==> src/rtl/tcf_divider.sv <==
// Pipelined restoring divider on magnitudes, BPS quotient bits per stage.
// Sideband rides alongside.
module tcf_divider #(
    parameter int unsigned SIDE_W = 1
) (
    input  logic              clk,
    input  logic              rst_n,
    input  logic              advance,
    input  logic              in_valid,
    input  logic [31:0]       in_num,
    input  logic [31:0]       in_den,
    input  logic [SIDE_W-1:0] in_side,
    output logic              out_valid,
    output logic [31:0]       out_quo,
    output logic [31:0]       out_rem,
    output logic [SIDE_W-1:0] out_side
);
    localparam int unsigned STAGES = 8;
    localparam int unsigned BPS    = 32 / STAGES;

    logic [STAGES:1]       v_reg;
    logic [31:0]           num_reg  [1:STAGES];
    logic [31:0]           den_reg  [1:STAGES];
    logic [32:0]           rem_reg  [1:STAGES];
    logic [SIDE_W-1:0]     side_reg [1:STAGES];

    for (genvar s = 0; s < STAGES; s++)
    begin : g_stage
        logic              v_cur;
        logic [31:0]       num_cur;
        logic [31:0]       den_cur;
        logic [32:0]       rem_cur;
        logic [SIDE_W-1:0] side_cur;
        logic [32:0]       rem_next;
        logic [31:0]       num_next;

        if (s == 0)
        begin : g_first
            assign v_cur    = in_valid;
            assign num_cur  = in_num;
            assign den_cur  = in_den;
            assign rem_cur  = 33'd0;
            assign side_cur = in_side;
        end
        else
        begin : g_rest
            assign v_cur    = v_reg[s];
            assign num_cur  = num_reg[s];
            assign den_cur  = den_reg[s];
            assign rem_cur  = rem_reg[s];
            assign side_cur = side_reg[s];
        end

        always_comb
        begin
            rem_next = rem_cur;
            num_next = num_cur;
            for (int i = 0; i < BPS; i++)
            begin
                rem_next = {rem_next[31:0], num_next[31]};
                num_next = {num_next[30:0], 1'b0};
                if (rem_next >= {1'b0, den_cur})
                begin
                    rem_next   = rem_next - {1'b0, den_cur};
                    num_next[0] = 1'b1;
                end
            end
        end
        always_ff @(posedge clk or negedge rst_n)
        begin
            if (!rst_n)
                v_reg[s+1] <= 1'b0;
            else if (advance)
                v_reg[s+1] <= v_cur;
        end
        always_ff @(posedge clk)
        begin
            if (advance)
            begin
                num_reg[s+1]  <= num_next;
                rem_reg[s+1]  <= rem_next;
                den_reg[s+1]  <= den_cur;
                side_reg[s+1] <= side_cur;
            end
        end
    end

    assign out_valid = v_reg[STAGES];
    assign out_quo   = num_reg[STAGES];
    assign out_rem   = rem_reg[STAGES][31:0];
    assign out_side  = side_reg[STAGES];
endmodule

==> config.mk <==
export PLATFORM = sky130hd
export DESIGN_NAME = tcf_divider
export DESIGN_NICKNAME = d
export VERILOG_FILES = /design/src/rtl/tcf_divider.sv
export SDC_FILE = /design/constraint.sdc
export NUM_CORES = 2
export LEC_CHECK = 0
export ABC_AREA = 1
export ABC_CLOCK_PERIOD_IN_PS = 8600
export BUFFER_PORTS_ARGS = -buffer_cell sky130_fd_sc_hd__buf_2
export CORE_ASPECT_RATIO = 1.5
export CORE_MARGIN = 2
export CORE_UTILIZATION = 55
export DETAILED_ROUTE_END_ITERATION = 8
export GPL_ROUTABILITY_DRIVEN = 0
export PLACE_DENSITY = 0.75
export SYNTH_ARGS = -nofsm -noshare
export SYNTH_HDL_FRONTEND = slang
export SYNTH_SLANG_ARGS = --single-unit
==> constraint.sdc <==
create_clock -name clk -period 8.6 [get_ports clk]
set_input_delay 0.43 -clock clk [delete_from_list [all_inputs] [get_ports clk]]
set_output_delay 0.43 -clock clk [all_outputs]
set_load 0.02 [all_outputs]
==> results_dict.tcl, run 1 <==
set metrics [dict create \
    ys_top_cells_by_count "4,206 x nand2_1, 1,548 x inv_1, 1,099 x a21oi_1" \
    syn_inst 13500 \
    error_line "[ERROR GRT-0116] Global routing finished with congestion. Check the congestion regions in the DRC Viewer." \
    pin_count 135 \
    synth_top_area_cell "edfxtp_1" \
    yosysMostFrequentCell "nand2_1" \
    fp.dieH_um 504.1 \
    haltStage "global routing (5_1_grt)" \
    syn_avg_cell_area_um2 6.796 \
    grt_pass1_vias 133900 \
    initial_core_util 0.5533 \
    synth_ff_type "edfxtp_1" \
    post_dp_cell_area_mm2 0.1232 \
    dpl.hpwl_um 336900 \
    cts_max_level 3 \
    ys_warn_count 0 \
    synth.area.top_cells "edfxtp_1 24%, nand2_1 17%, ha_1 14%" \
    clockBufferDepth 3 \
    synth_top_area_share 0.2436 \
    dp_slack_ns -0.8976 \
    ys_types 74 \
    synth-seq-cells 752 \
    syn_nets 14590 \
    clkSinkCount 752 \
    cts_made_buffers 83 \
    synth_edf_count 744 \
    grt_max_degree 172 \
    grt_pass1_wl_um 845000 \
    seq_area_frac_synth 0.2458 \
    num_rows 183 \
    clockRootBuffer "clkbuf_16" \
    syn_area_mm2 0.09172 \
    synthArstFlopShare 0.01064 \
    grt.overflow.total 310 \
    track_usage 0.6447 \
    port_buffers 134 \
    fp.dieW_um 337.4 \
    outcome "stopped before the end" \
]
==> metal layers <==
layer,track usage,overflow
met5,0.2217,4
met4,0.6429,140
met2,0.8172,152
met3,0.4868,11
met1,0.6339,3
==> stage by stage <==
step                      hold WS, ns  cells    util
after floorplan                0.1344  13500       -
after global placement         0.3268  19430  0.7432
after detailed placement       0.3302  19430  0.7432
after CTS                    0.008705  19720  0.7804
==> what timing repair did <==
item | CTS
cloned | 11
hold endpoints to repair | 62
resized for setup | 539
setup buffers | 78
setup endpoints to repair | 231
hold buffers | 55
pin swaps | 86
==> cells by family after synthesis <==
logic type               after synthesis  synth area share
AND/OR/NAND/NOR                     6548            0.2974
AO/OA/AOI/OAI                       2580            0.1579
buffers and inverters               1774           0.07855
adder cells (fa/ha/maj)             1025            0.1424
XOR/XNOR                             817           0.07802
flip-flops                           752            0.2458
==> inputs of run 2 (changes only) <==
Settings changed: ABC_CLOCK_PERIOD_IN_PS 8600 to 11200, CORE_ASPECT_RATIO 1.5 to default, CORE_UTILIZATION 55 to 40, PLACE_DENSITY 0.75 to default, PLACE_DENSITY_LB_ADDON from default to 0.15.
Clock period 8.6 ns to 11.2 ns, I/O delays scaled along.
==> run 2 against run 1 <==
The flow now finishes without violations. Synthesized cell count is the same. Area after synthesis unchanged.
==> results_dict.tcl, run 2 <==
set metrics [dict create \
    fin_setup_tns_ns 0 \
    required_ns 11.70 \
    vias 91000 \
    end_kind "flop" \
    fp.dieW_um 482.8 \
    cp_slowest_cell "edfxtp_1" \
    ys_types 74 \
    synth.area.top_cells "edfxtp_1 24%, nand2_1 17%, ha_1 14%" \
    area_growth_pct 9.527 \
    max_slew_margin 0.3500 \
    outcome "completed" \
    ys_warn_count 0 \
    synthArstFlopShare 0.01064 \
    final.setup_skew_ns 0.05402 \
    period_share 0.9472 \
    initial_core_util 0.4028 \
    yosysMostFrequentCell "nand2_1" \
    maxCapViolCount 0 \
    dieArea_mm2 0.2331 \
    clockRootBuffer "clkbuf_16" \
    fillers 24260 \
    ys_top_cells_by_count "4,206 x nand2_1, 1,548 x inv_1, 1,099 x a21oi_1" \
    synth_top_area_share 0.2436 \
    synth_ff_type "edfxtp_1" \
    drtPass1Iterations 6 \
    ant_nets 0 \
    crit_arrival_ns 11.10 \
    num_rows 175 \
    synthAdderAreaFrac 0.1424 \
    pin_count 135 \
    slew_violations 0 \
    worstMarginPinSlew_ns 0.9749 \
    track_usage 0.2712 \
    synthSimpleGateAreaFrac 0.2974 \
    final_cell_mix "4,206 x nand2_1, 1,545 x inv_1, 1,096 x a21oi_1, 1,070 x nor2_1, 994 x ha_1" \
    grt_pass1_vias 85020 \
    hold_class "input port to flop" \
    synth_top_family_by_area "simple AND/OR/NAND/NOR gates" \
    synth_edf_count 744 \
    clk_pin_slew_ns 0.06 \
    dpl.hpwl_um 272200 \
    max_freq_mhz 94.26 \
    synth-seq-cells 752 \
    synth_mux_area_frac 0 \
    coreArea_mm2 0.2277 \
    drt_iter0_drc 9033 \
    routed_wl_um 326000 \
    drc_errors 0 \
    clkSinkCount 752 \
    seq_area_frac_synth 0.2458 \
    grt.overflow.total 0 \
    syn_avg_cell_area_um2 6.796 \
    synth_compound_area_frac 0.1579 \
    syn_area_mm2 0.09172 \
    crit_type "flop to flop" \
    fp.dieH_um 482.8 \
    min_period_ns 10.61 \
    grt_pass1_wl_um 494000 \
    synth_xor_area_frac 0.07802 \
    finalSetupViolCount 0 \
    cts_made_buffers 94 \
    antenna_found_initial 12 \
    cts_tree "built" \
    syn_nets 14590 \
    clk_latency_ns 0.78 \
    layout-drive-gt1-share 0.05696 \
    max_stage_delay_ns 0.56 \
    port_buffers 134 \
    cts_max_level 3 \
    synth_top_area_cell "edfxtp_1" \
    nNetsFinal 14870 \
    syn_inst 13500 \
    via_per_inst 5.396 \
    grt_max_degree 144 \
    cp_common_cell "nand2_1" \
    cp-start-kind "flop" \
    clockBufferDepth 3 \
    mostFrequentLayoutCell "nand2_1" \
    hold_viol 0 \
    wl_per_cell_um 19.33 \
    cp_max_fo 16 \
]
-- run 2: cell type report --
| class | instances | area [µm²] | share of cell area |
|---|---|---|---|
| antenna | 3 | 7.507 | 0.00007473 |
| tap | 3009 | 3765 | 0.03748 |
| clock buffer | 108 | 2435 | 0.02424 |
| clock inverter | 66 | 800.8 | 0.007972 |
| inverter | 1572 | 5929 | 0.05903 |
| multi-input combinational | 10980 | 62090 | 0.6181 |
| sequential | 752 | 22540 | 0.2244 |
| timing repair buffer | 380 | 2880 | 0.02867 |
-- run 2: cell families after synthesis --
logic type               Yosys count
flip-flops                       752
XOR/XNOR                         817
adder cells (fa/ha/maj)         1025
AO/OA/AOI/OAI                   2580
buffers and inverters           1774
AND/OR/NAND/NOR                 6548
-- run 2: final timing paths --
kind	start	end	slack [ns]	depth (start not counted)
setup / recovery	den_reg[0][110]	rem_reg[0][160]	0.59	49
hold / removal	in_den[1]	den_reg[0][33]	0.08	1
setup reg to reg	den_reg[0][110]	rem_reg[0][160]	0.59	49
hold reg to reg	num_reg[0][45]	num_reg[0][81]	0.40	0
max in group asynchronous	rst_n	g_stage[4].v_cur	10.84	2
min in group asynchronous	rst_n	g_stage[1].v_cur	0.19	2
-- run 2: timing repair --
item                       4_1_cts  5_1_grt
buffers inserted                 0        6
setup endpoints to repair        0      194
hold buffers                    41        0
resized for setup                0       32
hold endpoints to repair        48        0
-- run 2: routing by layer --
metal / track usage / part of all wire / up-vias / routed length [µm]
li1: - / - / 45890 / -
met1: 0.3610 / 0.44 / 41620 / 143900
met2: 0.4533 / 0.46 / 3019 / 149700
met3: 0.03424 / 0.064 / 466 / 20890
met4: 0.08865 / 0.035 / 4 / 11480
met5: 0 / 0.000077 / - / 25
-- run 2: critical path, delay by kind of cell, from the launching register on --
| kind | cells | cell delay (ns) |
|---|---|---|
| adders and majority gates | 4 | 1.60 |
| buffers and inverters | 6 | 1.03 |
| xor gates and xnor gates | 1 | 0.07 |
| and+or+nand+nor | 26 | 3.81 |
| AOI/OAI and AO/OA | 12 | 3.26 |
| DFF | 1 | 0.56 |
-- run 2: stage by stage --
step           cells  hold slack, ns    util  setup WS (ns)  cell area [µm²]
2_1_floorplan  13500          0.2644       -          3.056            91720
3_3_place_gp   16640          0.4005  0.4241         0.5211            96570
3_5_place_dp   16640          0.4045  0.4241         0.4625            96570
4_1_cts        16850        0.001465  0.4401         0.4296           100200
5_1_grt        16860         0.03366  0.4411       -0.03172           100400
6_report       16870         0.07571  0.4411         0.5916           100500
Power of run 2 is left out: the tool's default activity adds up to more than one toggle a clock period on the data nets, which glitch-free logic cannot reach.
